## src/hw/rtl/lph_pkg.sv

```systemverilog
// ----------------------------------------------------------------------------
// lph_pkg: shared types and constants for the linear probe hash table
// Status codes, command kinds, state encodings and the queued command record.
// ----------------------------------------------------------------------------
`default_nettype none

package lph_pkg;

    localparam int unsigned KEY_W    = 32;
    localparam int unsigned SKEY_W   = 31;    // stored keys are positive
    localparam int unsigned DATA_W   = 32;
    localparam int unsigned POS_W    = 10;
    localparam int unsigned SIZE_W   = 11;
    localparam int unsigned STAT_W   = 4;
    localparam int unsigned START_W  = 16;    // covers the largest slot index
    localparam int unsigned DIV_W    = 33;    // 3*key
    localparam int unsigned DCNT_W   = 6;
    localparam int unsigned MIN_SIZE = 17;

    typedef enum logic [1:0] {
        OP_ADD   = 2'd0,
        OP_FIND  = 2'd1,
        OP_CLEAR = 2'd2,
        OP_SCAN  = 2'd3
    } op_t;

    typedef enum logic [STAT_W-1:0] {
        ST_DONE        = 4'd0,
        ST_OVERWRITTEN = 4'd1,
        ST_INSERTED    = 4'd2,
        ST_FOUND       = 4'd3,
        ST_NOT_FOUND   = 4'd4,
        ST_BAD_KEY     = 4'd5,
        ST_ZERO_DATA   = 4'd6,
        ST_LOAD_LIMIT  = 4'd7,
        ST_TABLE_FULL  = 4'd8,
        ST_SCAN_END    = 4'd9
    } status_t;

    typedef enum logic [2:0] {
        CMD_ADD,
        CMD_FIND,
        CMD_CLEAR,
        CMD_SCAN,
        CMD_REPORT
    } cmd_kind_t;

    typedef struct packed {
        cmd_kind_t           kind;
        status_t             status;   // used by CMD_REPORT
        logic [SKEY_W-1:0]   key;
        logic [DATA_W-1:0]   data;
        logic [START_W-1:0]  start;    // home slot or scan position
    } cmd_t;

    typedef enum logic [1:0] {
        F_IDLE,
        F_HASH,
        F_PUSH
    } front_state_t;

    typedef enum logic [2:0] {
        B_INIT,
        B_IDLE,
        B_READ,
        B_EVAL,
        B_CLEAR
    } back_state_t;

endpackage

`default_nettype wire

```

## src/hw/rtl/lph_cmd_queue.sv

```systemverilog
// ----------------------------------------------------------------------------
// lph_cmd_queue: two-entry command queue
// Decouples the front end from the table engine.
// ----------------------------------------------------------------------------
`default_nettype none

module lph_cmd_queue (
    input  wire logic           clk,
    input  wire logic           rst_n,
    input  wire logic           push,
    input  wire lph_pkg::cmd_t  push_cmd,
    output logic                full,
    input  wire logic           pop,
    output logic                valid,
    output lph_pkg::cmd_t       head
);
    import lph_pkg::*;

    localparam int unsigned DEPTH = 2;
    localparam int unsigned PW    = $clog2(DEPTH);

    cmd_t              slot_reg [DEPTH];
    logic [PW-1:0]     wr_reg, wr_next;
    logic [PW-1:0]     rd_reg, rd_next;
    logic [PW:0]       cnt_reg, cnt_next;

    assign full  = (cnt_reg == (PW+1)'(DEPTH));
    assign valid = (cnt_reg != '0);
    assign head  = slot_reg[rd_reg];

    always_comb
    begin
        wr_next  = push ? wr_reg + PW'(1) : wr_reg;
        rd_next  = pop  ? rd_reg + PW'(1) : rd_reg;
        cnt_next = cnt_reg + (PW+1)'(push) - (PW+1)'(pop);
    end

    always_ff @(posedge clk or negedge rst_n)
    begin
        if (!rst_n)
        begin
            wr_reg  <= '0;
            rd_reg  <= '0;
            cnt_reg <= '0;
        end
        else
        begin
            wr_reg  <= wr_next;
            rd_reg  <= rd_next;
            cnt_reg <= cnt_next;
        end
    end

    always_ff @(posedge clk)
    begin
        if (push)
            slot_reg[wr_reg] <= push_cmd;
    end

endmodule

`default_nettype wire

```

## config.mk

```make
export PLATFORM = sky130hd
export DESIGN_NAME = lph_cmd_queue
export DESIGN_NICKNAME = d
export VERILOG_FILES = /design/src/hw/rtl/lph_pkg.sv /design/src/hw/rtl/lph_cmd_queue.sv
export SDC_FILE = /design/constraint.sdc
export NUM_CORES = 1
export LEC_CHECK = 0
export BUFFER_PORTS_ARGS = -buffer_cell sky130_fd_sc_hd__clkbuf_2
export CORE_MARGIN = 3
export CORE_UTILIZATION = 45
export CTS_BUF_LIST = sky130_fd_sc_hd__clkbuf_8
export DETAILED_ROUTE_END_ITERATION = 10
export PLACE_DENSITY_LB_ADDON = 0.25
export SETUP_SLACK_MARGIN = 0.3
export SLEW_MARGIN = 20
export SYNTH_ARGS = -nofsm -noshare
export SYNTH_HDL_FRONTEND = slang
export SYNTH_SLANG_ARGS = --single-unit
```

## constraint.sdc

```tcl
create_clock -name clk -period 8.1 [get_ports clk]
set_clock_uncertainty 0.05 [all_clocks]
set_input_delay 1.215 -clock clk [delete_from_list [all_inputs] [get_ports clk]]
set_output_delay 1.215 -clock clk [all_outputs]
set_load 0.05 [all_outputs]
```

# After elaboration in Yosys (flattened, before gate mapping)

Memory sizes are Yosys's and may differ from the RTL's.
Index checks and enable logic that the tools add are counted.

Bits in registers: 4
RAM bits: 172
Input port bits: 90
Output and inout port bits: 88
Word-level logic and storage cells: 12
Memories kept: 1

Memory list:

| memory   | depth | width | rd ports | clocked after Yosys merged registers in | write ports | line                | text |
|---|---|---|---|---|---|---|---|
| slot_reg | 2     | 86    | 1        | 0                                       | 1           | lph_cmd_queue.sv:22 | `cmd_t slot_reg [DEPTH];` |

$add $sub $neg: 4
Equality and inequality tests: 1
Mux-type cells: 2
Reductions and logical operators: 1

Operators by type and width:

| kind                                        | number |
|---|---|
| 1-bit adder, second input constant          | 2 |
| 2-bit by 1-bit adder with 2-bit output      | 1 |
| 2-bit equality test, second input constant  | 1 |
| 1-bit 2-to-1 mux                            | 2 |
| 2-bit nonzero test                          | 1 |
| 2-bit by 1-bit subtractor with 2-bit output | 1 |

# Depth between registers and ports, before layout

Depth after elaboration: 2
Gate-level depth with buffers: 5
Mapped depth without buffers: 5

# Least setup slack after synthesis

Ideal clock, no wire load.

Path type: input port to flip-flop
From: input push
To: memory slot_reg[0][0] (netlist name), enable pin
Arrival time: 4969 ps
Path slack: 2539 ps
Stages on the path: 1
Buffers on the path: 0
Cell sequence: nor2b_1

Longest elaborated chain between the ends: 2

Ends and longest elaborated chain:

| item                                   | line                | text |
|---|---|---|
| start, declared                        | lph_cmd_queue.sv:10 | `input wire logic push,` |
| 1-bit 2-to-1 mux                       | lph_cmd_queue.sv:56 | `if (push)` |
| 1-bit 2-to-1 mux (not written as such) | lph_cmd_queue.sv:57 | `slot_reg[wr_reg] <= push_cmd;` |
| end, declared                          | lph_cmd_queue.sv:22 |  |

No other way between the ends.

==> results.py <==
metrics = {
    "run_status": {
        "status": "complete, no violations",
    },
    "layout": {
        "finalInstanceArea_um2": 8020,
        "layout_common_cells": "clkbuf_2 (177), edfxtp_1 (172), mux2_2 (56)",
        "layout_commonest_cell": "clkbuf_2",
        "drive_gt1_share_pct": 62.3,
        "fillers": 1115,
        "seq_area_um2": 5270,
        "syn2layout_area_growth_pct": 22.9,
        "antennaDiodeCount": 0,
        "final_core_utilization_pct": 57.1,
        "multi_input_area_um2": 1180,
        "largest_register_ffs": 172,
        "final_net_count": 565,
    },
    "setup_path": {
        "cp.required_ns": 6.84,
        "worstPathCellList": "buf_4 > mux2_2 > clkbuf_2",
        "path_delay_family": "buffers and inverters",
        "critPathArrivalTime_ns": 2.64,
        "max_stage_delay_ns": 0.75,
        "crit_path_start_kind": "flop",
        "critPathSlowestCell": "buf_4",
        "crit_path_max_fanout": 56,
        "crit_type": "reg2out",
        "crit_path_end_kind": "output port",
        "cp_num_buf_inv": 2,
    },
    "synth": {
        "yosysWarnings": 0,
        "ys_seq_area_share_pct": 80.7,
        "syn_inst": 283,
        "syn_area_per_cell_um2": 23.1,
        "synth-seq-cells": 176,
        "ys_types": 13,
        "syn_nets": 375,
        "synth_area_leaders": "edfxtp_1 (79%), mux2_2 (9.7%), mux2_4 (6.9%), dfrtp_1 (1.5%), buf_6 (0.86%)",
        "syn-cell-area_um2": 6530,
        "yosysTopAreaCellShare_pct": 79.1,
        "yosysTopAreaCell": "edfxtp_1",
    },
    "route": {
        "drc": 0,
        "routed_wl_um": 11600,
        "drtAntennaViolNets": 0,
        "via_count": 3200,
        "drt-initial-drc-count": 185,
        "via_per_inst": 4.80,
        "wire_per_inst_um": 17.3,
        "dr.pass1.iters": 3,
    },
    "cts": {
        "cts_tree": "yes",
        "ctsResizeCount": 0,
        "ctsLongestPathBuffers": 2,
        "numCtsBuffers": 17,
        "h-tree-depth": 4,
        "root_buffer": "clkbuf_8",
        "ctsHoldBuffers": 0,
        "clk_pin_slew_ns": 0.09,
        "clk_latency_ns": 0.44,
        "postCtsSetupBuffers": 0,
        "clock-sinks": 176,
    },
    "global_route": {
        "grt_pass1_wl_um": 17800,
        "grt_usage_pct": 14.7,
        "grt_overflow_total": 0,
        "grt_pass1_vias": 3421,
        "antenna_found_initial": 0,
        "grt_max_degree": 57,
    },
    "power": {
        "power_leakage_nw": 3.15,
        "peakVddDrop_v": 0.000202,
        "powerDensity_nw_per_um2": 408,
    },
    "timing": {
        "period_needed_ns": 3.91,
        "slew-limit-headroom_pct": 40.8,
        "drv_slew": 0,
        "tightest_slew_ns": 0.887,
        "hold_viol": 0,
        "fin_crit_sh_pct": 48.3,
        "setup_viol": 0,
        "setup_tns_ns": 0,
        "whs_ns": 0.504,
        "fmaxAchievable_ghz": 0.256,
        "rsz0062_at_grt": "no",
    },
    "die": {
        "io_pins": 178,
        "die_w_um": 126,
        "rows": 43,
        "dieArea_um2": 16000,
        "initial_core_util_pct": 46.5,
        "die_h_um": 126,
        "core-area_um2": 14000,
    },
    "place": {
        "place_area_um2": 7600,
        "hpwl_um": 7840,
        "gp_congestion": 0.714,
        "port_buffers": 177,
    },
    "flow_run": {
        "cap_violations": 0,
    },
    "hold_path": {
        "hold_path_class": "reg2reg",
    },
}
-- Yosys cell counts, drive strengths merged --
master,count
dfrtp,4
and2,1
ha,2
inv,2
edfxtp,172
xor2,2
xor3,1
nor2b,2
mux2,86
buf,10
or2,1
-- power breakdown --
part | total, W | switching, W | internal (W)
registers | 0.00128 | 0.0000756 | 0.00121
logic | 0.00136 | 0.000965 | 0.000395
clock network | 0.000625 | 0.000316 | 0.000309
-- through the flow --
| step | setup WS (ns) | power, W | std cells |
|---|---|---|---|
| CTS | 4.13 | 0.00331 | 666 |
| finish | 4.19 | 0.00327 | 666 |
| global route | 4.01 | 0.00341 | 666 |
| floorplan | 2.54 | 0.00243 | 283 |
| global placement | 4.67 | 0.00267 | 634 |
| detailed placement | 4.65 | 0.00269 | 634 |
-- routing by layer --
metal	track usage, %	wire length, um	part of all wire [%]	vias to the layer above
met5	0	0	0	-
met1	18.1	4850	42	1549
met3	6.27	1030	8.9	19
li1	-	-	-	1502
met2	23.2	5490	48	130
met4	5.68	184	1.6	0
-- cells by family (layout without fill, tap and decap cells) --
group         after synthesis  in the layout  share of synthesized area (%)
simple gates                4              4                          0.384
buf+inv                    12            215                           1.36
mux                        86             86                           16.6
xor+xnor                    3              3                          0.633
flops                     176            176                           80.7
fa+ha+maj                   2              2                          0.383
-- worst reg2reg max path: stages, from the launching register on --
cell	delay, ns
dfrtp_1	0.43
and2_4	0.54
buf_4	0.63
-- path summary, 6_finish.rpt --
kind | to | start | slack [ns] | cells past startpoint
max reg2reg | slot_reg[1][76]$_DFFE_PP_ | wr_reg$_DFFE_PN0P_ | 6.09 | 2
max in group asynchronous | rd_reg$_DFFE_PN0P_ | rst_n | 7.33 | 1
min in group asynchronous | cnt_reg[1]$_DFF_PN0_ | rst_n | 0.52 | 1
min | wr_reg$_DFFE_PN0P_ | wr_reg$_DFFE_PN0P_ | 0.50 | 1
max | head[6] | rd_reg$_DFFE_PN0P_ | 4.19 | 3
min reg2reg | wr_reg$_DFFE_PN0P_ | wr_reg$_DFFE_PN0P_ | 0.50 | 1
-- cell type report --
type	count	share of cell area (%)
Inverter	2	0.0936
Sequential cell	176	65.7
Multi-Input combinational cell	95	14.7
Tap cell	180	2.81
Clock buffer	17	2.92
Timing Repair Buffer	181	11.4
Clock inverter	15	2.31
Power figures use the tool's default switching activity.
