**src/hw/rtl/lph_pkg.sv**
```systemverilog
// ----------------------------------------------------------------------------
// lph_pkg: shared types and constants for the linear probe hash table
// Status codes, command kinds, state encodings and the queued command record.
// ----------------------------------------------------------------------------
`default_nettype none

package lph_pkg;

    localparam int unsigned KEY_W    = 32;
    localparam int unsigned SKEY_W   = 31;    // stored keys are positive
    localparam int unsigned DATA_W   = 32;
    localparam int unsigned POS_W    = 10;
    localparam int unsigned SIZE_W   = 11;
    localparam int unsigned STAT_W   = 4;
    localparam int unsigned START_W  = 16;    // covers the largest slot index
    localparam int unsigned DIV_W    = 33;    // 3*key
    localparam int unsigned DCNT_W   = 6;
    localparam int unsigned MIN_SIZE = 17;

    typedef enum logic [1:0] {
        OP_ADD   = 2'd0,
        OP_FIND  = 2'd1,
        OP_CLEAR = 2'd2,
        OP_SCAN  = 2'd3
    } op_t;

    typedef enum logic [STAT_W-1:0] {
        ST_DONE        = 4'd0,
        ST_OVERWRITTEN = 4'd1,
        ST_INSERTED    = 4'd2,
        ST_FOUND       = 4'd3,
        ST_NOT_FOUND   = 4'd4,
        ST_BAD_KEY     = 4'd5,
        ST_ZERO_DATA   = 4'd6,
        ST_LOAD_LIMIT  = 4'd7,
        ST_TABLE_FULL  = 4'd8,
        ST_SCAN_END    = 4'd9
    } status_t;

    typedef enum logic [2:0] {
        CMD_ADD,
        CMD_FIND,
        CMD_CLEAR,
        CMD_SCAN,
        CMD_REPORT
    } cmd_kind_t;

    typedef struct packed {
        cmd_kind_t           kind;
        status_t             status;   // used by CMD_REPORT
        logic [SKEY_W-1:0]   key;
        logic [DATA_W-1:0]   data;
        logic [START_W-1:0]  start;    // home slot or scan position
    } cmd_t;

    typedef enum logic [1:0] {
        F_IDLE,
        F_HASH,
        F_PUSH
    } front_state_t;

    typedef enum logic [2:0] {
        B_INIT,
        B_IDLE,
        B_READ,
        B_EVAL,
        B_CLEAR
    } back_state_t;

endpackage

`default_nettype wire

```
**src/hw/rtl/lph_if.sv**
```systemverilog
// ----------------------------------------------------------------------------
// lph_if: channel interfaces for the linear probe hash table
// Request, response and configuration channels with valid/ready handshake.
// ----------------------------------------------------------------------------
`default_nettype none

interface lph_req_if;
    logic                               valid;
    logic                               ready;
    logic [1:0]                         op;
    logic signed [lph_pkg::KEY_W-1:0]   key;
    logic signed [lph_pkg::DATA_W-1:0]  data_in;
    logic [lph_pkg::POS_W-1:0]          position;

    modport source (output valid, op, key, data_in, position, input ready);
    modport sink   (input valid, op, key, data_in, position, output ready);
endinterface


`default_nettype wire

```
**src/hw/rtl/lph_front.sv**
```systemverilog
// ----------------------------------------------------------------------------
// lph_front: request intake and classification
// Checks arguments, computes the home slot with a bit-serial modulo unit and
// pushes one command per transaction into the command queue.
// ----------------------------------------------------------------------------
`default_nettype none

module lph_front (
    input  wire logic                        clk,
    input  wire logic                        rst_n,
    input  wire logic [lph_pkg::SIZE_W-1:0]  size,
    lph_req_if.sink                          req,
    output lph_pkg::cmd_t                    q_cmd,
    output logic                             q_push,
    input  wire logic                        q_full
);
    import lph_pkg::*;

    front_state_t          state_reg, state_next;
    cmd_t                  cmd_reg, cmd_next;
    logic [DIV_W-1:0]      div_reg, div_next;
    logic [SIZE_W-1:0]     rem_reg, rem_next;
    logic [DCNT_W-1:0]     cnt_reg, cnt_next;
    logic [SIZE_W:0]       trial;
    logic [SIZE_W:0]       trial_sub;
    logic                  accept;
    logic                  need_hash;
    cmd_t                  cls;
    logic [SKEY_W-1:0]     pkey;

    assign accept = req.valid && req.ready;
    assign pkey   = req.key[SKEY_W-1:0];

    // classification of an incoming transaction
    always_comb
    begin
        cls        = '0;
        cls.key    = pkey;
        cls.data   = req.data_in;
        cls.start  = START_W'(req.position);
        cls.kind   = CMD_REPORT;
        cls.status = ST_DONE;
        need_hash  = 1'b0;
        case (op_t'(req.op))
            OP_ADD:
            begin
                if (req.key == '0 || req.key[KEY_W-1])
                    cls.status = ST_BAD_KEY;
                else if (req.data_in == '0)
                    cls.status = ST_ZERO_DATA;
                else
                begin
                    cls.kind  = CMD_ADD;
                    need_hash = 1'b1;
                end
            end
            OP_FIND:
            begin
                if (req.key == '0)
                    cls.status = ST_BAD_KEY;
                else if (req.key[KEY_W-1])
                    cls.status = ST_NOT_FOUND;
                else
                begin
                    cls.kind  = CMD_FIND;
                    need_hash = 1'b1;
                end
            end
            OP_CLEAR:
                cls.kind = CMD_CLEAR;
            OP_SCAN:
            begin
                if ({1'b0, req.position} >= size)
                    cls.status = ST_SCAN_END;
                else
                    cls.kind = CMD_SCAN;
            end
            default:
                cls.kind = CMD_REPORT;
        endcase
    end

    // one quotient bit per cycle
    assign trial     = {rem_reg, div_reg[DIV_W-1]};
    assign trial_sub = trial - {1'b0, size};

    always_comb
    begin
        state_next = state_reg;
        case (state_reg)
            F_IDLE:
                if (accept)
                    state_next = need_hash ? F_HASH : F_PUSH;
            F_HASH:
                if (cnt_reg == DCNT_W'(DIV_W - 1))
                    state_next = F_PUSH;
            F_PUSH:
                if (!q_full)
                    state_next = F_IDLE;
            default:
                state_next = F_IDLE;
        endcase
    end

    always_comb
    begin
        cmd_next = cmd_reg;
        div_next = div_reg;
        rem_next = rem_reg;
        cnt_next = cnt_reg;
        case (state_reg)
            F_IDLE:
                if (accept)
                begin
                    cmd_next = cls;
                    div_next = {2'b00, pkey} + {1'b0, pkey, 1'b0};
                    rem_next = '0;
                    cnt_next = '0;
                end
            F_HASH:
            begin
                rem_next = (trial >= {1'b0, size}) ? trial_sub[SIZE_W-1:0]
                                                   : trial[SIZE_W-1:0];
                div_next = {div_reg[DIV_W-2:0], 1'b0};
                cnt_next = cnt_reg + DCNT_W'(1);
                if (cnt_reg == DCNT_W'(DIV_W - 1))
                    cmd_next.start = START_W'(rem_next);
            end
            default:
            begin
                cmd_next = cmd_reg;
            end
        endcase
    end

    assign req.ready = (state_reg == F_IDLE);
    assign q_push    = (state_reg == F_PUSH) && !q_full;
    assign q_cmd     = cmd_reg;

    always_ff @(posedge clk or negedge rst_n)
    begin
        if (!rst_n)
            state_reg <= F_IDLE;
        else
            state_reg <= state_next;
    end

    always_ff @(posedge clk)
    begin
        cmd_reg <= cmd_next;
        div_reg <= div_next;
        rem_reg <= rem_next;
        cnt_reg <= cnt_next;
    end

endmodule

`default_nettype wire

```
**src/flat_wrapper.sv**
```systemverilog
// flat-port wrapper written by rule: the top's interface ports become plain ports
module lph_front_flat import lph_pkg::*;
  (clk, rst_n, size, q_cmd, q_push, q_full, req_valid, req_op, req_key, req_data_in, req_position, req_ready);
  lph_req_if req_i ();
  input  wire logic clk;
  input  wire logic rst_n;
  input  wire logic [lph_pkg::SIZE_W-1:0] size;
  output lph_pkg::cmd_t q_cmd;
  output logic q_push;
  input  wire logic q_full;
  input wire logic [$bits(req_i.valid)-1:0] req_valid;
  input wire logic [$bits(req_i.op)-1:0] req_op;
  input wire logic [$bits(req_i.key)-1:0] req_key;
  input wire logic [$bits(req_i.data_in)-1:0] req_data_in;
  input wire logic [$bits(req_i.position)-1:0] req_position;
  output wire logic [$bits(req_i.ready)-1:0] req_ready;
  assign req_i.valid = req_valid;
  assign req_i.op = req_op;
  assign req_i.key = req_key;
  assign req_i.data_in = req_data_in;
  assign req_i.position = req_position;
  assign req_ready = req_i.ready;
  lph_front u_core (.clk(clk), .rst_n(rst_n), .size(size), .req(req_i), .q_cmd(q_cmd), .q_push(q_push), .q_full(q_full));
endmodule
```
**config.mk**
```make
export PLATFORM = sky130hd
export DESIGN_NAME = lph_front_flat
export DESIGN_NICKNAME = d
export VERILOG_FILES = /design/src/hw/rtl/lph_pkg.sv /design/src/hw/rtl/lph_if.sv /design/src/hw/rtl/lph_front.sv /design/src/flat_wrapper.sv
export SDC_FILE = /design/constraint.sdc
export NUM_CORES = 1
export LEC_CHECK = 0
export BUFFER_PORTS_ARGS = -buffer_cell sky130_fd_sc_hd__buf_2
export CORE_ASPECT_RATIO = 0.5
export CORE_UTILIZATION = 40
export DETAILED_ROUTE_END_ITERATION = 7
export GPL_TIMING_DRIVEN = 0
export PLACE_DENSITY_LB_ADDON = 0.3
export SLEW_MARGIN = 20
export SYNTH_ARGS = -nofsm -noshare
export SYNTH_HDL_FRONTEND = slang
export SYNTH_SLANG_ARGS = --single-unit
```
**constraint.sdc**
```tcl
create_clock -name clk -period 4.83 [get_ports clk]
set_input_delay 0 -clock clk [delete_from_list [all_inputs] [get_ports clk]]
set_output_delay 0 -clock clk [all_outputs]
set_load 0.1 [all_outputs]
```
# Word-level counts from Yosys, hierarchy flattened

Index checks and enable logic that the tools add are counted.

Bits in registers: 138
Bits of input ports: 91
Output and inout port bits: 88
Logic and storage cells: 68

Add/subtract/negate cells: 3
$lt $le $gt $ge: 2
Eq/ne operators: 9
Mux-type cells: 32
Reductions and logical operators: 13

Operators by type and width:

| cell                                           | number |
|---|---|
| case mux 33 bit (2 select lines)               | 1 |
| logical NOT 32 bit                             | 2 |
| adder 31 x 32 -> 33 bit                        | 1 |
| 2-to-1 mux 33 bit                              | 1 |
| 2-to-1 mux 16 bit                              | 2 |
| case mux 16 bit (2 select lines)               | 1 |
| 2-to-1 mux 11 bit                              | 2 |
| case mux 11 bit (2 select lines)               | 1 |
| 2-to-1 mux 3 bit                               | 7 |
| >= comparator 12 x 11 -> 1 bit                 | 1 |
| 2-to-1 mux 4 bit                               | 3 |
| case mux 3 bit (4 select lines)                | 1 |
| case mux 4 bit (3 select lines)                | 1 |
| case mux 6 bit (2 select lines)                | 1 |
| >= comparator 10 x 11 -> 1 bit                 | 1 |
| subtractor 11 bit                              | 1 |
| 2-to-1 mux 2 bit                               | 4 |
| adder 6 x 1 -> 6 bit (second input constant)   | 1 |
| == test 2 bit (second input constant)          | 3 |
| == test 6 bit (second input constant)          | 1 |
| 2-to-1 mux 6 bit                               | 1 |
| case mux 2 bit (3 select lines)                | 1 |
| AND reduction 3 bit                            | 2 |
| == test 2 x 1 -> 1 bit (second input constant) | 2 |
| other kinds (10)                               | 17 |

# Longest topological paths before layout

Gate-level depths: netlist (run 1).

Depth in word-level cells: 7
Mapped depth: 11

# Worst setup path before layout (run 1)

No wires, ideal clock.

Kind: reg2reg
Start: register u_core.state_reg[0]
End: register u_core.cmd_reg (netlist bit u_core.q_cmd[16]), enable pin
Library setup time: 424 ps
Data arrival time: 3314 ps
Slack: 1092 ps
Stages on the path, launching flop included: 4
Buffers on the path: 0
Period minus slack after synthesis: 3738 ps
Cells stage by stage: dfrtp_1 -> nor2_1 -> nand2_1 -> inv_1

Word-level cells in the longest chain between the ends: 3

Ends and longest elaborated chain:

| item                                     | RTL line           | text |
|---|---|---|
| from (decl)                              | lph_front.sv:19    | `front_state_t state_reg, state_next;` |
| from (signal assigned)                   | lph_front.sv:145   | `state_reg <= state_next;` |
| logical NOT 2 bit (*)                    | lph_front.sv:136   | `assign req.ready = (state_reg == F_IDLE);` |
| via req_ready                            | flat_wrapper.sv:16 | `output wire logic [$bits(req_i.ready)-1:0] req_ready;` |
| logical AND 1 bit                        | lph_front.sv:31    | `assign accept = req.valid && req.ready;` |
| AND reduction 2 bit (no source line) (*) | --                 |  |
| to (signal assigned)                     | lph_front.sv:150   | `cmd_reg <= cmd_next;` |
| to (decl)                                | lph_front.sv:20    | `cmd_t cmd_reg, cmd_next;` |

The timed path passes the listed nets; every way through them passes the cells marked *.
A chain may end at the register's enable or synchronous reset.

# Final worst setup path (run 1)

Start: input port req_key[1]
End: register u_core.div_reg[31] (data pin)

Word-level cells in the longest chain between the ends: 3

Ends and longest elaborated chain:

| item                             | RTL line           | text |
|---|---|---|
| from (decl)                      | flat_wrapper.sv:13 | `input wire logic [$bits(req_i.key)-1:0] req_key;` |
| adder 31 x 32 -> 33 bit          | lph_front.sv:116   | `div_next = {2'b00, pkey} + {1'b0, pkey, 1'b0};` |
| 2-to-1 mux 33 bit                | lph_front.sv:113   | `if (accept)` |
| case mux 33 bit (2 select lines) | lph_front.sv:111   | `case (state_reg)` |
| via u_core.div_next[31]          | lph_front.sv:21    | `logic [DIV_W-1:0] div_reg, div_next;` |
| to (signal assigned)             | lph_front.sv:151   | `div_reg <= div_next;` |
| to (decl)                        | lph_front.sv:21    |  |

The timed path passes the listed nets, and every way through them passes these cells. The select of a mux whose other input is x is not followed.

==> summary.md, run 1 <==
| Metric | Value |
|---|---|
| Post-route setup slack | about 1.8 ns |
| Comb pwr share | 0.465 |
| Final Setup Violations | 0 |
| Initial Utilization | 0.415 |
| Worst Max-Slew Pin Slew | 1.01 ns |
| Sequential power share | 0.318 |
| Critical path, cell by cell | dlygate4sd3_1, buf_2, ha_1, fa_1, a21o_1, a221oi_2, o221ai_2, a21oi_4, o2111ai_2, a2111oi_2, nor3b_1 |
| Mux share of post-synthesis cell area | 0.0145 |
| WL per Instance | roughly 16 um |
| Layout cells sized above 1 | 0.222 |
| Tmin final | 3.04 ns |
| Die Y | between 100 and 150 um |
| DR iter-0 viols | 373 |
| Max_slew headroom | 0.321 |
| Synth Register Bits | roughly 130 |
| DP Wirelength | ~15 mm |
| Post-Syn Area per Cell | ~11 um^2 |
| Max Clock Skew | roughly 0.011 ns |
| Post-synth top area cell | edfxtp_1 |
| Maximum number of pins on one net before global-route repair | 53 |
| Post-Synth Adder-Cell Area | 0.118 |
| Dpl ws | just under 2 ns |
| Ant diodes | 0 |
| CTS Buf Count | 17 |
| Routed WL | between 20 and 25 mm |
| NetSw | between 2000 and 3000 uW |
| Via density | 5.12 |
| P&R area growth vs syn | 34.1% |
| Main synth FF type | edfxtp_1 |
| Cells after Synth | about 730 |
| Fmax | roughly 330 MHz |
| Leak Pwr | roughly 0.0045 uW |
| DP Cell Count | 1170 |
| Ports | roughly 180 |
| DRT antenna net count | 0 |
| Ys async rst share | 0.0150 |
| Power, Total | 5890 uW |
| Commonest non-fill, non-tap cells in the layout | buf_2 (175), edfxtp_1 (131), dlygate4sd3_1 (79), nor2_1 (76), ha_1 (70) |
| Max incr delay on CP | between 0.5 and 0.6 ns |
| GRT Residual Overflow | 0 |
| Vias post-DR | 6556 |
| Row cnt | 35 |
| PD cells | around 560 nW/um^2 |
| Clock sink count | roughly 130 |
| Clock root cell | clkbuf_16 |
| Clock-pin slew on the worst setup and hold paths | approximately 0.06 ns |
| Outcome | complete, no violations |
| Total GRT Usage | 0.206 |
| Sw Ratio | 0.473 |
| Crit Path Class | in -> reg |
| Xor/xnor share of the synthesized area | 0.0360 |
| Post-CTS Setup Bufs | 0 |
| Max FFs per register | 81 |
| Internal power | just over 3000 uW |
| Final slew viol count | 0 |
| Die W | approximately 200 um |
| Most common cell after layout, fill and taps aside | buf_2 |
| Crit path launch type | input port |
| Gp weighted congestion | roughly 0.88 |
| Fin. Hold Viols | 0 |
| Peak fanout along the critical path | 5 |
| Final Non-Filler Cells | roughly 1300 |
| Post_cts resized | 0 |
| CTS tree | yes |
| First-pass GRT wire length | 31.7 mm |
| Crit path arrival time | about 3.2 ns |
| Buffers on Ports | roughly 170 |
| Synth area leaders | edfxtp_1 (51%), ha_1 (11%), a21oi_1 (4.0%) |
| Core ar. | about 19000 um^2 |
| Die area | between 20000 and 25000 um^2 |
| Synth Area in Compound Gates | 0.141 |
| Synth Area in Simple Gates | 0.137 |
| CP max-delay cell | dlygate4sd3_1 |
| Syn. warnings | 0 |
| Final period utilization | 0.629 |
| Max-Cap Viols | 0 |
| Worst skew pair latency | 0.42 ns |
| Hold/Removal Path Class | in -> reg |
| Number of distinct library cells after synthesis | just over 60 |
| Crit path capture type | flip-flop |
| DR DRC count | 0 |
| Vias in the first global route | ~6200 |
| Initial antenna violation count | 0 |
| Mapped Area | between 7000 and 8000 um^2 |
| Clock Path Buffers | 2 |
| Peak VDD IR | about 0.28 mV |
| Critical Path RT | 4.99 ns |
| Final nets | approximately 1200 |
| Post-synth EDFFs | ~130 |
| Register area share after synthesis | 0.512 |
| TritonRoute pass-1 iters | 7 |
| Synth top area share | 0.505 |
| Main combinational cell family by area after synthesis | compound AO/OA/AOI/OAI gates |
| Clock power share | 0.217 |
| RSZ-0062 raised after global routing | no |
| H-tree depth | 4 |
## synthesized netlist by cell type, types with 5 or more instances
library cell	instances
a211oi_1	5
a21o_1	10
a21oi_1	62
a31oi_1	5
and3_1	5
buf_4	5
clkbuf_1	12
edfxtp_1	131
ha_1	70
inv_1	58
mux2i_1	9
nand2_1	67
nand2b_1	5
nand3_1	13
nand4_1	8
nor2_1	77
nor2b_1	7
nor3_1	15
nor3b_1	6
nor4_1	13
o2111ai_1	7
o21a_1	9
o21ai_0	40
xnor2_1	15
xor2_1	17
## final cells by class
type,count,area [um^2]
tap,259,324
buffer,21,101
timing repair buffer,255,1730
inverter,58,220
clock inverter,15,146
multi-input combinational,523,3500
fill,1662,8310
sequential,133,3980
clock buffer,17,425
## layer usage
metal  global-route usage  vias up  part of all wire
met2                0.334      194              0.46
li1                     -     3238                 -
met1                0.281     3108              0.48
met3               0.0412       16             0.050
met4               0.0568        0            0.0087
met5                    0        -                 0
## through the flow
stage               setup TNS, ns  hold WS, ns  area (um^2)   util
floorplan                       0       -0.296         7800      -
CTS                             0       0.0607        10400  0.557
global placement            -1.57       -0.214         8990  0.480
detailed placement              0       -0.209         9070  0.484
finish                          0       0.0782        10400  0.557
global route                    0       0.0758        10400  0.557
## cells by family (layout without fill, tap and decap cells)
family | after synthesis | in the layout
XOR/XNOR | 32 | 32
buffers and inverters | 79 | 366
multiplexers | 11 | 11
AND/OR/NAND/NOR | 230 | 230
other | 1 | 5
adder cells (fa/ha/maj) | 72 | 72
flip-flops | 133 | 133
AO/OA/AOI/OAI | 173 | 173
## path summary, 6_finish.rpt
check | cells past startpoint | slack (ns) | startpoint | endpoint
worst max-delay path | 11 | 1.79 | req_key[1] | u_core.div_reg[31]
worst min-delay path | 4 | 0.08 | size[10] | u_core.q_cmd[82]
worst max register to register | 11 | 2.05 | u_core.div_reg[32] | u_core.q_cmd[9]
worst min register to register | 2 | 0.53 | u_core.div_reg[24] | u_core.div_reg[25]
max in group asynchronous | 3 | 4.19 | rst_n | u_core.state_reg[0]
min in group asynchronous | 3 | 0.50 | rst_n | u_core.state_reg[1]
## power by group through the flow
stage / clock (uW) / sequential [uW] / combinational [uW]
finish: 1280 / 1870 / 2740
global route: 1340 / 1910 / 2920
CTS: 1300 / 1870 / 2740
detailed placement: 0 / 1890 / 2690
global placement: 0 / 1920 / 2590
floorplan: 0 / 3040 / 974
## worst max-delay path, delay by kind of cell
family	cells	cell delay, ns
adder cells (fa/ha/maj)	2	0.61
buffers and inverters	2	0.69
AND/OR/NAND/NOR	1	0.09
AO/OA/AOI/OAI	6	1.80
## repair_timing
item / in CTS / in global routing
endpoints found under the hold margin: 82 / 0
endpoints found under the setup margin: 0 / 0
hold buffers: 79 / 0
No activity file was read; power rests on OpenSTA's default activity.
==> run 2: changes to the inputs <==
Clock period 4.83 ns to 2.87 ns, I/O delays scaled along.
==> summary.md, run 2 (synthesized netlist as in run 1, its figures left out) <==
| Metric | Value |
|---|---|
| Tmin final | between 2 and 3 ns |
| Via density | around 5.1 |
| H-tree depth | 4 |
| Clock Path Buffers | 2 |
| Initial Utilization | 0.415 |
| Routed WL | between 20 and 25 mm |
| Row cnt | 35 |
| Crit Path Class | in -> reg |
| Outcome | complete, no violations |
| Clock root cell | clkbuf_16 |
| Initial antenna violation count | 0 |
| Grt met1 use | 0.280 |
| TritonRoute pass-1 iters | 5 |
| Hold/Removal Path Class | in -> reg |
| Most common cell after layout, fill and taps aside | buf_2 |
| Fin. Hold Viols | 0 |
| Max incr delay on CP | around 0.53 ns |
| Total GRT Usage | 0.203 |
| DR DRC count | 0 |
| Clock sink count | between 100 and 150 |
| Buffers on Ports | about 170 |
| Final Setup Violations | 0 |
| CP max-delay cell | dlygate4sd3_1 |
| First-pass GRT wire length | approximately 31 mm |
| P&R area growth vs syn | 34.4% |
| Layout cells sized above 1 | 0.224 |
| Post-CTS Setup Bufs | 0 |
| Die area | 20100 um^2 |
| DRT antenna net count | 0 |
| Final slew viol count | 0 |
| Final nets | between 1000 and 1500 |
| Crit. Startpoint | req_key[2] |
| Worst skew pair latency | around 0.42 ns |
| Die Y | 101 um |
| DP Wirelength | 14.7 mm |
| Crit path launch type | input port |
| Ant diodes | 0 |
| DR iter-0 viols | roughly 360 |
| Leak Pwr | 0.00447 uW |
| Dpl ws | -0.0235 ns |
| Critical Path RT | roughly 3.0 ns |
| GRT Residual Overflow | 0 |
| Met3 GRT Util | 0.0391 |
| Vias in the first global route | ~6300 |
| Commonest non-fill, non-tap cells in the layout | buf_2 (174), edfxtp_1 (131), dlygate4sd3_1 (79), nor2_1 (75), ha_1 (70) |
| Hold Startpoint | req_key[31] |
| Critical path, cell by cell | dlygate4sd3_1, buf_2, fa_1, a21o_1, a221oi_4, o221ai_2, a21oi_4, o2111ai_2, a2111oi_2, nor3b_1 |
| Power, Total | between 9000 and 10000 uW |
| WL per Instance | roughly 16 um |
| Gp weighted congestion | between 0.8 and 0.9 |
| RR Startpoint | u_core.div_reg[32] |
| Post-route setup slack | between 0.1 and 0.15 ns |
| CTS Buf Count | 17 |
| Worst Max-Slew Pin Slew | 0.953 ns |
| Ports | approximately 180 |
| Fmax | around 360 MHz |
| RSZ-0062 raised after global routing | no |
| Final period utilization | 0.961 |
| Max FFs per register | between 80 and 90 |
| Max_slew headroom | 0.359 |
| Vias post-DR | 6545 |
| Max Clock Skew | roughly 0.009 ns |
| Met2 Track Usage GR | 0.326 |
| Core ar. | approximately 19000 um^2 |
| Clock-pin slew on the worst setup and hold paths | ~0.06 ns |
| Maximum number of pins on one net before global-route repair | 38 |
| GRT Max-Usage Layer | met2 |
| Fin Setup TNS | 0 ns |
| Crit path capture type | flip-flop |
| Max-Cap Viols | 0 |
| CTS tree | yes |
| Crit path arrival time | approximately 2.9 ns |
| PD cells | roughly 950 nW/um^2 |
| Die W | approximately 200 um |
| Peak fanout along the critical path | 5 |
| Peak VDD IR | slightly above 0.5 mV |
-- run 2: per-layer routing --
layer / vias to the layer above / routed length [um]
met4: 0 / 204
met3: 19 / 1010
li1: 3253 / -
met2: 192 / 9270
met5: - / 0
met1: 3081 / 9930
-- run 2: timing repair --
action                     in CTS  in global routing
resized for setup               0                  4
setup endpoints to repair       0                 16
hold endpoints to repair       81                  0
hold buffers                   79                  0
-- run 2: final cells by class --
type,count,area [um^2]
buffer,21,104
fill,1677,8280
timing repair buffer,256,1760
sequential,133,3980
clock inverter,15,121
tap,259,324
clock buffer,17,425
inverter,58,221
multi-input combinational,523,3520
-- run 2: final timing paths --
| check | endpoint | slack [ns] | cells after the start |
|---|---|---|---|
| hold reg to reg | u_core.div_reg[2] | 0.52 | 2 |
| setup / recovery | u_core.div_reg[31] | 0.11 | 10 |
| setup reg to reg | u_core.q_cmd[7] | 0.18 | 11 |
| hold / removal | u_core.q_cmd[81] | 0.02 | 3 |
| max in group asynchronous | u_core.state_reg[1] | 2.26 | 3 |
| min in group asynchronous | u_core.state_reg[0] | 0.48 | 3 |
-- run 2: worst max-delay path, delay by kind of cell --
| kind | cells | cell delay, ns |
|---|---|---|
| buf+inv | 2 | 0.69 |
| compound gates | 6 | 1.72 |
| simple gates | 1 | 0.08 |
| fa+ha+maj | 1 | 0.44 |
-- run 2: report_power, final --
part / internal (uW) / switching, uW / total, uW
Sequential: 2960 / 203 / 3160
Combinational: 1090 / 3570 / 4660
Clock: 1120 / 951 / 2070
Total: 5170 / 4730 / 9900
-- run 2: through the flow --
step | cell area, um^2 | hold slack, ns | util | std cells
6_report | 10500 | 0.0238 | 0.558 | 1282
5_1_grt | 10500 | 0.0753 | 0.558 | 1282
4_1_cts | 10400 | 0.0197 | 0.557 | 1282
3_5_place_dp | 9100 | -0.212 | 0.486 | 1171
3_3_place_gp | 9000 | -0.214 | 0.480 | 1167
2_1_floorplan | 7810 | -0.296 | - | 735
==> run 3: changes to the inputs <==
Clock period 2.87 ns to 3.5 ns, I/O delays scaled along.
==> summary.md, run 3 (synthesized netlist as in run 1, its figures left out) <==
| Metric | Value |
|---|---|
| DR iter-0 viols | between 300 and 400 |
| Vias post-DR | between 6000 and 7000 |
| CP max-delay cell | dlygate4sd3_1 |
| Clock-pin slew on the worst setup and hold paths | around 0.060 ns |
| Final core utilization | 0.561 |
| H-tree depth | 4 |
| Commonest non-fill, non-tap cells in the layout | buf_2 (175), edfxtp_1 (131), dlygate4sd3_1 (78), nor2_1 (76), ha_1 (70) |
| Total stage count of the critical path | 11 |
| Clock Path Buffers | 2 |
| Buffers on Ports | approximately 170 |
| R2r worst-path depth | 11 |
| Worst skew pair latency | around 0.4 ns |
| Crit path launch type | input port |
| Power, Total | between 8000 and 9000 uW |
| Gp weighted congestion | 0.908 |
| Tmin final | slightly above 3 ns |
| Worst Max-Slew Pin Slew | 0.837 ns |
| Met3 GRT Util | 0.0371 |
| Maximum number of pins on one net before global-route repair | 36 |
| Clock sink count | roughly 130 |
| Die area | between 20000 and 25000 um^2 |
| Max FFs per register | 81 |
| WL per Instance | 16.0 um |
| PD cells | roughly 800 nW/um^2 |
| Leak Pwr | 0.00451 uW |
| Final slew viol count | 0 |
| Routed WL | 20.5 mm |
| Max incr delay on CP | ~0.54 ns |
| DP Wirelength | ~15 mm |
| First-pass GRT wire length | 31.5 mm |
| Die W | ~200 um |
| Via density | between 5 and 6 |
| CTS tree | yes |
| CTS Buf Count | 17 |
| Crit path arrival time | approximately 3.2 ns |
| Die Y | 101 um |
| Initial Utilization | 0.415 |
| TritonRoute pass-1 iters | 5 |
| Cell family with most CP delay | compound AO/OA/AOI/OAI gates |
| Buf/Inv on CP | 2 |
| GRT Residual Overflow | 0 |
| Ant diodes | 0 |
| Total GRT Usage | 0.204 |
| Hold/Removal Path Class | in -> reg |
| Peak VDD IR | approximately 0.44 mV |
| Row cnt | 35 |
| Final period utilization | 0.870 |
| GRT Max-Usage Layer | met2 |
| Met2 Track Usage GR | 0.332 |
| Critical path, cell by cell | dlygate4sd3_1, buf_2, ha_1, fa_1, a21o_1, a221oi_2, o221ai_2, a21oi_4, o2111ai_2, a2111oi_2, nor3b_1 |
| Max Clock Skew | ~0.0067 ns |
| Filler cells | approximately 1600 |
| Final nets | 1172 |
| Clock root cell | clkbuf_16 |
| Vias in the first global route | between 6000 and 7000 |
| Hold Path Depth | 4 |
| Initial antenna violation count | 0 |
| Fin. Hold Viols | 0 |
| Outcome | complete, no violations |
| Peak fanout along the critical path | 5 |
| P&R area growth vs syn | 35.0% |
| Critical Path RT | between 3 and 4 ns |
| RSZ-0062 raised after global routing | no |
| Ports | roughly 180 |
| Layout cells sized above 1 | 0.221 |
| Max_slew headroom | 0.437 |
| Area after DPL | roughly 9000 um^2 |
| Crit path capture type | flip-flop |
| Design area | ~11000 um^2 |
| Core ar. | ~19000 um^2 |
| DR DRC count | 0 |
| Max-Cap Viols | 0 |
| Crit Path Class | in -> reg |
| Most common cell after layout, fill and taps aside | buf_2 |
| Grt met1 use | 0.278 |
| DRT antenna net count | 0 |
| Final Setup Violations | 0 |
| Fmax | around 330 MHz |
[run 3: cell count changes in the layout (fill, tap and decap cells not counted)]
cell           change
a2111oi_1          +1
a2111oi_2          -1
a221oi_2           +1
a221oi_4           -1
buf_2              +1
buf_4              -1
bufinv_16          +4
clkinvlp_4         -4
dlygate4sd3_1      -1
inv_6              +1
inv_8              -2
nor2_1             +1
nor2_2             -1
[run 3: layout make-up]
type	instances	area (um^2)	area share
Inverter	58	221	0.0211
Timing Repair Buffer	255	1750	0.166
Buffer	21	101	0.00965
Clock buffer	17	425	0.0405
Multi-Input combinational cell	523	3500	0.333
Sequential cell	133	3980	0.379
Tap cell	259	324	0.0308
Clock inverter	14	198	0.0188
[run 3: worst reg2reg max path: stages (launching register included)]
cell and delay (ns):
edfxtp_1 0.32, inv_1 0.05, ha_1 0.20, fa_1 0.42, nor2b_1 0.18, o21ai_1 0.10, a31oi_1 0.20, o211ai_1 0.12
nand3_1 0.15, buf_2 0.33, mux2i_1 0.28, o21ai_0 0.19
[run 3: per-layer routing]
layer | share of wire | wire length (um) | vias up
li1 | - | - | 3240
met1 | 0.48 | 9810 | 3100
met2 | 0.46 | 9340 | 220
met3 | 0.052 | 1070 | 30
met4 | 0.015 | 304 | 0
met5 | 0 | 0 | -
[run 3: final timing paths]
kind	start	to	slack, ns
min in group asynchronous	rst_n	u_core.state_reg[1]	0.47
setup reg to reg	u_core.div_reg[32]	u_core.q_cmd[3]	0.65
hold / removal	size[10]	u_core.q_cmd[82]	0.06
setup / recovery	req_key[1]	u_core.div_reg[31]	0.45
hold reg to reg	u_core.div_reg[1]	u_core.div_reg[2]	0.53
max in group asynchronous	rst_n	u_core.state_reg[0]	2.90
[run 3: timing repair]
action / in CTS / in global routing
hold buffers: 78 / 0
setup buffers: 0 / 0
resized for setup: 0 / 0
hold endpoints to repair: 80 / 0
[run 3: where the power goes]
part	total, uW	switching (uW)	internal (uW)
registers	2590	163	2420
clock network	1930	732	1200
logic	3820	2940	886
[run 3: through the flow]
stage	cells	TNS, ns	hold WS, ns	setup slack (ns)
final	1280	0	0.0621	0.455
after global routing	1280	0	0.0736	0.199
after CTS	1280	0	0.0332	0.497
after detailed placement	1171	0	-0.206	0.648
after global placement	1167	-1.06	-0.211	-0.0901
after floorplan	735	0	-0.296	0.285
